==> src/rtl/gcd_lcm_with_overflow_defines.svh <==
// assertion macros shared by the gcd and lcm block
`ifndef GCD_LCM_WITH_OVERFLOW_DEFINES_SVH
`define GCD_LCM_WITH_OVERFLOW_DEFINES_SVH

// same-cycle implication, checked out of reset
`define GLO_ASSERT_NOW(label, ante, cons, msg) \
    label: assert property (@(posedge clk) disable iff (!rst_n) (ante) |-> (cons)) \
        else $error(msg);

// next-cycle implication, checked out of reset
`define GLO_ASSERT_NEXT(label, ante, cons, msg) \
    label: assert property (@(posedge clk) disable iff (!rst_n) (ante) |=> (cons)) \
        else $error(msg);

`endif

==> src/rtl/gcdlcm_pkg.sv <==
// shared constants and controller/datapath interface types
package gcdlcm_pkg;

    localparam int FIELD_W        = 63;
    localparam int S_TDATA_W      = 128;
    localparam int M_TDATA_W      = 128;
    localparam int DATA_WIDTH_DEF = 64;

    typedef struct packed {
        logic load;
        logic gcd_step;
        logic merge;
        logic shift;
        logic div_init;
        logic div_step;
        logic mul_step;
        logic out_load;
    } cmd_t;

    typedef struct packed {
        logic gcd_done;
        logic k_zero;
        logic cnt_zero;
        logic zero_op;
    } sts_t;

endpackage

==> src/rtl/gcdlcm_dp.sv <==
// datapath: binary gcd, restoring divider, overflow-checked serial multiplier
module gcdlcm_dp
    import gcdlcm_pkg::*;
#(
    parameter int DATA_WIDTH = DATA_WIDTH_DEF
)
(
    input  logic               clk,
    input  cmd_t               cmd,
    output sts_t               sts,
    input  logic [FIELD_W-1:0] operand_a,
    input  logic [FIELD_W-1:0] operand_b,
    output logic [FIELD_W-1:0] gcd_value,
    output logic [FIELD_W-1:0] lcm_value,
    output logic               overflow,
    output logic               zero_operand
);

    localparam int W  = DATA_WIDTH - 1;
    localparam int CW = $clog2(W);

    logic [W-1:0]       x_reg, x_next;
    logic [W-1:0]       y_reg, y_next;
    logic [CW-1:0]      k_reg, k_next;
    logic [W-1:0]       big_reg;
    logic [W-1:0]       small_reg;
    logic [W-1:0]       num_reg, num_next;
    logic [W-1:0]       rem_reg, rem_next;
    logic [CW-1:0]      cnt_reg, cnt_next;
    logic [W+1:0]       acc_reg, acc_next;
    logic               ovf_reg, ovf_next;
    logic               zero_reg;
    logic [FIELD_W-1:0] gcd_out_reg;
    logic [FIELD_W-1:0] lcm_out_reg;
    logic               ovf_out_reg;
    logic               zero_out_reg;

    logic [W-1:0] a_in, b_in;
    logic         x_ge_y;
    logic [W-1:0] diff;
    logic [W:0]   rem_sh;
    logic [W:0]   rem_sub;
    logic         q_bit;
    logic [W+1:0] mul_add;

    assign a_in = operand_a[W-1:0];
    assign b_in = operand_b[W-1:0];

    assign x_ge_y  = x_reg >= y_reg;
    assign diff    = x_ge_y ? (x_reg - y_reg) : (y_reg - x_reg);
    assign rem_sh  = {rem_reg, num_reg[W-1]};
    assign rem_sub = rem_sh - {1'b0, x_reg};
    assign q_bit   = rem_sh >= {1'b0, x_reg};
    assign mul_add = {acc_reg[W:0], 1'b0}
                   + (num_reg[W-1] ? (W+2)'(small_reg) : '0);

    always_comb
    begin
        x_next   = x_reg;
        y_next   = y_reg;
        k_next   = k_reg;
        num_next = num_reg;
        rem_next = rem_reg;
        cnt_next = cnt_reg;
        acc_next = acc_reg;
        ovf_next = ovf_reg;
        if (cmd.load)
        begin
            x_next = a_in;
            y_next = b_in;
            k_next = '0;
        end
        if (cmd.gcd_step)
        begin
            if (!x_reg[0] && !y_reg[0])
            begin
                x_next = x_reg >> 1;
                y_next = y_reg >> 1;
                k_next = k_reg + 1'b1;
            end
            else if (!x_reg[0])
            begin
                x_next = x_reg >> 1;
            end
            else if (!y_reg[0])
            begin
                y_next = y_reg >> 1;
            end
            else if (x_ge_y)
            begin
                x_next = diff >> 1;
            end
            else
            begin
                y_next = diff >> 1;
            end
        end
        if (cmd.merge)
        begin
            x_next = x_reg | y_reg;
        end
        if (cmd.shift)
        begin
            x_next = x_reg << 1;
            k_next = k_reg - 1'b1;
        end
        if (cmd.div_init)
        begin
            num_next = big_reg;
            rem_next = '0;
            cnt_next = CW'(W - 1);
            acc_next = '0;
            ovf_next = 1'b0;
        end
        if (cmd.div_step)
        begin
            rem_next = q_bit ? rem_sub[W-1:0] : rem_sh[W-1:0];
            num_next = {num_reg[W-2:0], q_bit};
            cnt_next = (cnt_reg == '0) ? CW'(W - 1) : cnt_reg - 1'b1;
        end
        if (cmd.mul_step)
        begin
            num_next = {num_reg[W-2:0], 1'b0};
            cnt_next = cnt_reg - 1'b1;
            if (!ovf_reg)
            begin
                acc_next = mul_add;
                ovf_next = mul_add[W+1:W] != 2'b00;
            end
        end
    end

    always_ff @(posedge clk)
    begin
        x_reg   <= x_next;
        y_reg   <= y_next;
        k_reg   <= k_next;
        num_reg <= num_next;
        rem_reg <= rem_next;
        cnt_reg <= cnt_next;
        acc_reg <= acc_next;
        ovf_reg <= ovf_next;
        if (cmd.load)
        begin
            zero_reg  <= (a_in == '0) || (b_in == '0);
            big_reg   <= (a_in > b_in) ? a_in : b_in;
            small_reg <= (a_in > b_in) ? b_in : a_in;
        end
        if (cmd.out_load)
        begin
            gcd_out_reg  <= FIELD_W'(x_reg);
            lcm_out_reg  <= (zero_reg || ovf_reg) ? '0 : FIELD_W'(acc_reg[W-1:0]);
            ovf_out_reg  <= ovf_reg && !zero_reg;
            zero_out_reg <= zero_reg;
        end
    end

    assign sts.gcd_done = (x_reg == '0) || (y_reg == '0);
    assign sts.k_zero   = k_reg == '0;
    assign sts.cnt_zero = cnt_reg == '0;
    assign sts.zero_op  = zero_reg;

    assign gcd_value    = gcd_out_reg;
    assign lcm_value    = lcm_out_reg;
    assign overflow     = ovf_out_reg;
    assign zero_operand = zero_out_reg;

endmodule

==> src/rtl/gcdlcm_ctrl.sv <==
// controller: sequences gcd, divide, multiply and result hand-off
`include "gcd_lcm_with_overflow_defines.svh"

module gcdlcm_ctrl
    import gcdlcm_pkg::*;
(
    input  logic clk,
    input  logic rst_n,
    input  logic s_tvalid,
    output logic s_tready,
    output logic m_tvalid,
    input  logic m_tready,
    input  sts_t sts,
    output cmd_t cmd
);

    localparam logic [2:0] ST_IDLE   = 3'd0;
    localparam logic [2:0] ST_GCD    = 3'd1;
    localparam logic [2:0] ST_GSHIFT = 3'd2;
    localparam logic [2:0] ST_DIV    = 3'd3;
    localparam logic [2:0] ST_MUL    = 3'd4;
    localparam logic [2:0] ST_DONE   = 3'd5;

    logic [2:0] state_reg, state_next;
    logic       out_valid_reg, out_valid_next;

    always_comb
    begin
        state_next = state_reg;
        cmd        = '0;
        case (state_reg)
            ST_IDLE:
            begin
                if (s_tvalid)
                begin
                    cmd.load   = 1'b1;
                    state_next = ST_GCD;
                end
            end
            ST_GCD:
            begin
                if (sts.gcd_done)
                begin
                    cmd.merge  = 1'b1;
                    state_next = ST_GSHIFT;
                end
                else
                begin
                    cmd.gcd_step = 1'b1;
                end
            end
            ST_GSHIFT:
            begin
                if (!sts.k_zero)
                begin
                    cmd.shift = 1'b1;
                end
                else if (sts.zero_op)
                begin
                    state_next = ST_DONE;
                end
                else
                begin
                    cmd.div_init = 1'b1;
                    state_next   = ST_DIV;
                end
            end
            ST_DIV:
            begin
                cmd.div_step = 1'b1;
                if (sts.cnt_zero)
                begin
                    state_next = ST_MUL;
                end
            end
            ST_MUL:
            begin
                cmd.mul_step = 1'b1;
                if (sts.cnt_zero)
                begin
                    state_next = ST_DONE;
                end
            end
            ST_DONE:
            begin
                if (!out_valid_reg || m_tready)
                begin
                    cmd.out_load = 1'b1;
                    state_next   = ST_IDLE;
                end
            end
            default:
            begin
                state_next = ST_IDLE;
            end
        endcase
    end

    always_comb
    begin
        if (cmd.out_load)
        begin
            out_valid_next = 1'b1;
        end
        else if (m_tready)
        begin
            out_valid_next = 1'b0;
        end
        else
        begin
            out_valid_next = out_valid_reg;
        end
    end

    always_ff @(posedge clk or negedge rst_n)
    begin
        if (!rst_n)
        begin
            state_reg     <= ST_IDLE;
            out_valid_reg <= 1'b0;
        end
        else
        begin
            state_reg     <= state_next;
            out_valid_reg <= out_valid_next;
        end
    end

    assign s_tready = state_reg == ST_IDLE;
    assign m_tvalid = out_valid_reg;

    `GLO_ASSERT_NEXT(a_load_shows, cmd.out_load, m_tvalid, "result load not presented")
    `GLO_ASSERT_NOW(a_no_mul_zero, state_reg == ST_MUL, !sts.zero_op, "multiply on zero operand")
    `GLO_ASSERT_NEXT(a_div_to_mul, (state_reg == ST_DIV) && sts.cnt_zero,
        state_reg == ST_MUL, "divide did not hand over to multiply")

endmodule

==> src/rtl/gcd_lcm_with_overflow.sv <==
// steps in order: binary gcd, shift-back by common factors of two, restoring divide, serial multiply
// one item at a time; the next item is taken while the result waits on m_tready
// asynchronous active-low reset clears the controller and output valid only
// zero operand items skip the divide and multiply
module gcd_lcm_with_overflow
    import gcdlcm_pkg::*;
#(
    parameter int DATA_WIDTH = DATA_WIDTH_DEF
)
(
    input  logic                 clk,
    input  logic                 rst_n,
    input  logic                 s_tvalid,
    output logic                 s_tready,
    input  logic [S_TDATA_W-1:0] s_tdata,  // operand_a, operand_b, zero pad
    output logic                 m_tvalid,
    input  logic                 m_tready,
    output logic [M_TDATA_W-1:0] m_tdata   // gcd_value, lcm_value, overflow, zero_operand
);

    cmd_t               cmd;
    sts_t               sts;
    logic [FIELD_W-1:0] gcd_value;
    logic [FIELD_W-1:0] lcm_value;
    logic               overflow;
    logic               zero_operand;

    gcdlcm_ctrl u_ctrl
    (
        .clk      (clk),
        .rst_n    (rst_n),
        .s_tvalid (s_tvalid),
        .s_tready (s_tready),
        .m_tvalid (m_tvalid),
        .m_tready (m_tready),
        .sts      (sts),
        .cmd      (cmd)
    );

    gcdlcm_dp #(
        .DATA_WIDTH (DATA_WIDTH)
    ) u_dp
    (
        .clk          (clk),
        .cmd          (cmd),
        .sts          (sts),
        .operand_a    (s_tdata[FIELD_W-1:0]),
        .operand_b    (s_tdata[2*FIELD_W-1:FIELD_W]),
        .gcd_value    (gcd_value),
        .lcm_value    (lcm_value),
        .overflow     (overflow),
        .zero_operand (zero_operand)
    );

    assign m_tdata = {zero_operand, overflow, lcm_value, gcd_value};

endmodule

==> config.mk <==
export PLATFORM = sky130hd
export DESIGN_NAME = gcd_lcm_with_overflow
export DESIGN_NICKNAME = d
export VERILOG_FILES = /design/src/rtl/gcdlcm_pkg.sv /design/src/rtl/gcdlcm_dp.sv /design/src/rtl/gcdlcm_ctrl.sv /design/src/rtl/gcd_lcm_with_overflow.sv
export VERILOG_INCLUDE_DIRS = /design/src /design/src/rtl
export SDC_FILE = /design/constraint.sdc
export NUM_CORES = 2
export LEC_CHECK = 0
export BUFFER_PORTS_ARGS = -buffer_cell sky130_fd_sc_hd__buf_2
export CELL_PAD_IN_SITES_DETAIL_PLACEMENT = 1
export CELL_PAD_IN_SITES_GLOBAL_PLACEMENT = 1
export CORE_UTILIZATION = 30
export DETAILED_ROUTE_END_ITERATION = 8
export GPL_TIMING_DRIVEN = 0
export PLACE_DENSITY_LB_ADDON = 0.15
export SLEW_MARGIN = 0
export SYNTH_ARGS = -nofsm -noshare
export SYNTH_HDL_FRONTEND = slang
export SYNTH_SLANG_ARGS = --single-unit
==> constraint.sdc <==
create_clock -name clk -period 6.6 [get_ports clk]
set_clock_uncertainty 0.15 [all_clocks]
set_input_delay 1.98 -clock clk [delete_from_list [all_inputs] [get_ports clk]]
set_output_delay 1.98 -clock clk [all_outputs]
set_load 0.01 [all_outputs]
==> results.json <==
{
  "syn_area_per_cell_sq_um": 8.80,
  "start_util_pct": 30.2,
  "grt_use_met2_pct": 48.3,
  "grt_pass1_wl_um": 323000,
  "ys_async_sr_fraction_pct": 0.680,
  "ys_types": 103,
  "maxSlewViolCount": 0,
  "largest_register_ffs": 64,
  "met3_usage_pct": 5.13,
  "seq_area_frac_synth_pct": 35.6,
  "synth_largest_area_cell": "edfxtp_1",
  "fin_nets": 5869,
  "grt_busiest_layer": "met2",
  "period_needed_ns": 6.58,
  "use_met1_pct": 39.2,
  "synth_most_common_cell": "a21oi_1",
  "root_buffer": "clkbuf_16",
  "syn_to_final_growth_pct": 15.3,
  "worstPathCellList": "clkbuf_1, inv_1, clkbuf_2, clkbuf_2, ha_1, fa_1, o21bai_1, o41ai_2, o31a_1, o211ai_1, o311ai_2, nand2_1, a21oi_1, xnor2_1, o22ai_1, a221o_1",
  "ir_drop_mv": 0.158,
  "worstMarginPinSlew_ns": 1.48,
  "ys.flop_type": "edfxtp_1",
  "worst_ep_required_time_ns": 7.00,
  "ioPinCount": 262,
  "cts_buffers": 78,
  "worstSkewPairLatency_ns": 0.72,
  "worstSetupPathType": "reg2reg",
  "cts_setup_buffers": 0,
  "cp_common_cell": "clkbuf_2",
  "grt_overflow": 0,
  "port_buffers": 259,
  "place.gp.congestion": 1.02,
  "yosysWarnings": 0,
  "die_x_um": 385,
  "dieArea_sq_um": 148000,
  "regArea_sq_um": 15700,
  "dp_slack_ns": -1.18,
  "status": "finished, final reports clean",
  "synth_area_leaders": "edfxtp_1 (26%), ha_1 (11%), dfxtp_1 (9.0%)",
  "cpMaxStageDelayCell": "o311ai_2",
  "grt_pass1_vias": 43303,
  "synth.cell_area_sq_um": 44000,
  "synth_edf_count": 386,
  "dr_total_vias": 42765,
  "fill_cells": 17030,
  "hold_violations": 0,
  "drive_gt1_share_pct": 12.8,
  "maxSlewHeadroom_pct": 1.30,
  "drt_iter0_markers": 4284,
  "power_mw": 9.00,
  "synth_cells": 5005,
  "drc": 0,
  "fin_ws_ns": 0.0239,
  "clk_pin_slew_ns": 0.07,
  "hold_class": "reg2reg",
  "place_area_sq_um": 47900,
  "antenna_found_initial": 18,
  "finalSetupViolations": 0,
  "synth_common_cells": "a21oi_1 (547), nand2_1 (409), edfxtp_1 (386), ha_1 (382), nor2_1 (372)",
  "maxCapViolations": 0,
  "routed_wirelength_um": 230000,
  "antenna_left": 0,
  "cts_max_level": 3,
  "crit_arrival_ns": 6.98,
  "clockBufferDepth": 3,
  "p_leak_nw": 19.9,
  "period_share_pct": 99.6,
  "wire_per_inst_um": 31.4,
  "synth_top_area_share_pct": 26.3,
  "max_stage_delay_ns": 0.70,
  "hpwl_um": 184000,
  "multi_input_area_sq_um": 26200,
  "grt_max_degree": 85,
  "rows": 140,
  "firstDrtPassIters": 8,
  "power.density_nw_per_um2": 177,
  "clock_sinks": 588,
  "cp-end-kind": "flip-flop",
  "stdcell_area_sq_um": 50700,
  "core_region_area_sq_um": 146000,
  "worst-path-max-fanout": 11,
  "track_usage_pct": 30.4,
  "ys_ff_latch": 588,
  "rsz0062_at_grt": "false",
  "start_kind": "flip-flop",
  "vias_per_cell": 5.82,
  "die_height_um": 385,
  "cts_tree": "done",
  "max_freq_ghz": 0.152,
  "syn_nets": 5523
}
## stage by stage
step	utilization [%]	TNS [ns]	hold slack, ns	cells
3_3_place_gp	32.8	-496.72	0.304	7181
6_report	34.9	0	0.324	7344
4_1_cts	34.8	0	0.320	7333
3_5_place_dp	32.9	-105.45	0.311	7188
2_1_floorplan	-	0	0.276	5005
5_1_grt	34.9	0	0.350	7339
## metal layers
metal	routed length (um)	vias up
met5	105	-
met4	14300	14
met3	15600	541
met2	102000	1798
met1	98000	21263
li1	-	19149
## cell type report
cell class | instances | area share (%)
multi-input combinational | 3842 | 51.7
sequential | 588 | 30.9
tap | 1917 | 4.73
clock buffer | 108 | 4.48
timing repair buffer | 266 | 2.86
inverter | 312 | 2.31
buffer | 263 | 2.10
clock inverter | 37 | 0.907
antenna | 11 | 0.0542
## power breakdown
group / switching (mW) / internal [mW]
logic: 0.283 / 0.170
clock network: 1.90 / 2.74
registers: 0.0000000000000000346 / 3.90
total: 2.19 / 6.81
## placed cells by master, fill, tap and decap left out, types with 198 or more instances in the layout
cell type,count
buf_2,294
o21ai_0,310
clkbuf_1,216
dfxtp_1,198
nand2_1,407
edfxtp_1,386
nor2_1,371
ha_1,382
a21oi_1,547
inv_1,297
## path summary, 6_finish.rpt
check                              start  slack (ns)                  end  cells past startpoint
hold / removal             u_dp.k_reg[5]        0.32        u_dp.k_reg[5]                      1
max in group asynchronous          rst_n        5.17  u_ctrl.state_reg[0]                      1
setup reg to reg           u_dp.y_reg[0]        0.02       u_dp.y_reg[61]                     16
hold reg to reg            u_dp.k_reg[5]        0.32        u_dp.k_reg[5]                      1
setup / recovery           u_dp.y_reg[0]        0.02       u_dp.y_reg[61]                     16
min in group asynchronous          rst_n        0.96      u_ctrl.m_tvalid                      1
## logic make-up (layout without fill, tap and decap cells)
kind of cell / Yosys count / count (layout) / share of synthesized area (%)
AO/OA/AOI/OAI: 1584 / 1584 / 22.8
XOR/XNOR: 229 / 229 / 4.56
flip-flops: 588 / 588 / 35.6
multiplexers: 206 / 206 / 5.23
other: 0 / 11 / 0
buffers and inverters: 575 / 986 / 5.05
AND/OR/NAND/NOR: 1437 / 1437 / 15.7
adder cells (fa/ha/maj): 386 / 386 / 11.0
## what timing repair did
action | CTS | global route
hold buffers | 0 | 0
gates cloned | 0 | 0
endpoints found under the hold margin | 0 | 0
resized for setup | 10 | 2
setup endpoints to repair | 68 | 2
## critical path: cells and delay by family (launching register included)
family | cells | cell delay, ns
flops | 1 | 0.36
xor+xnor | 1 | 0.23
fa+ha+maj | 2 | 0.61
simple gates | 1 | 0.49
compound gates | 8 | 3.20
buf+inv | 4 | 1.35
Note: power is estimated with default switching activity, not from simulation.
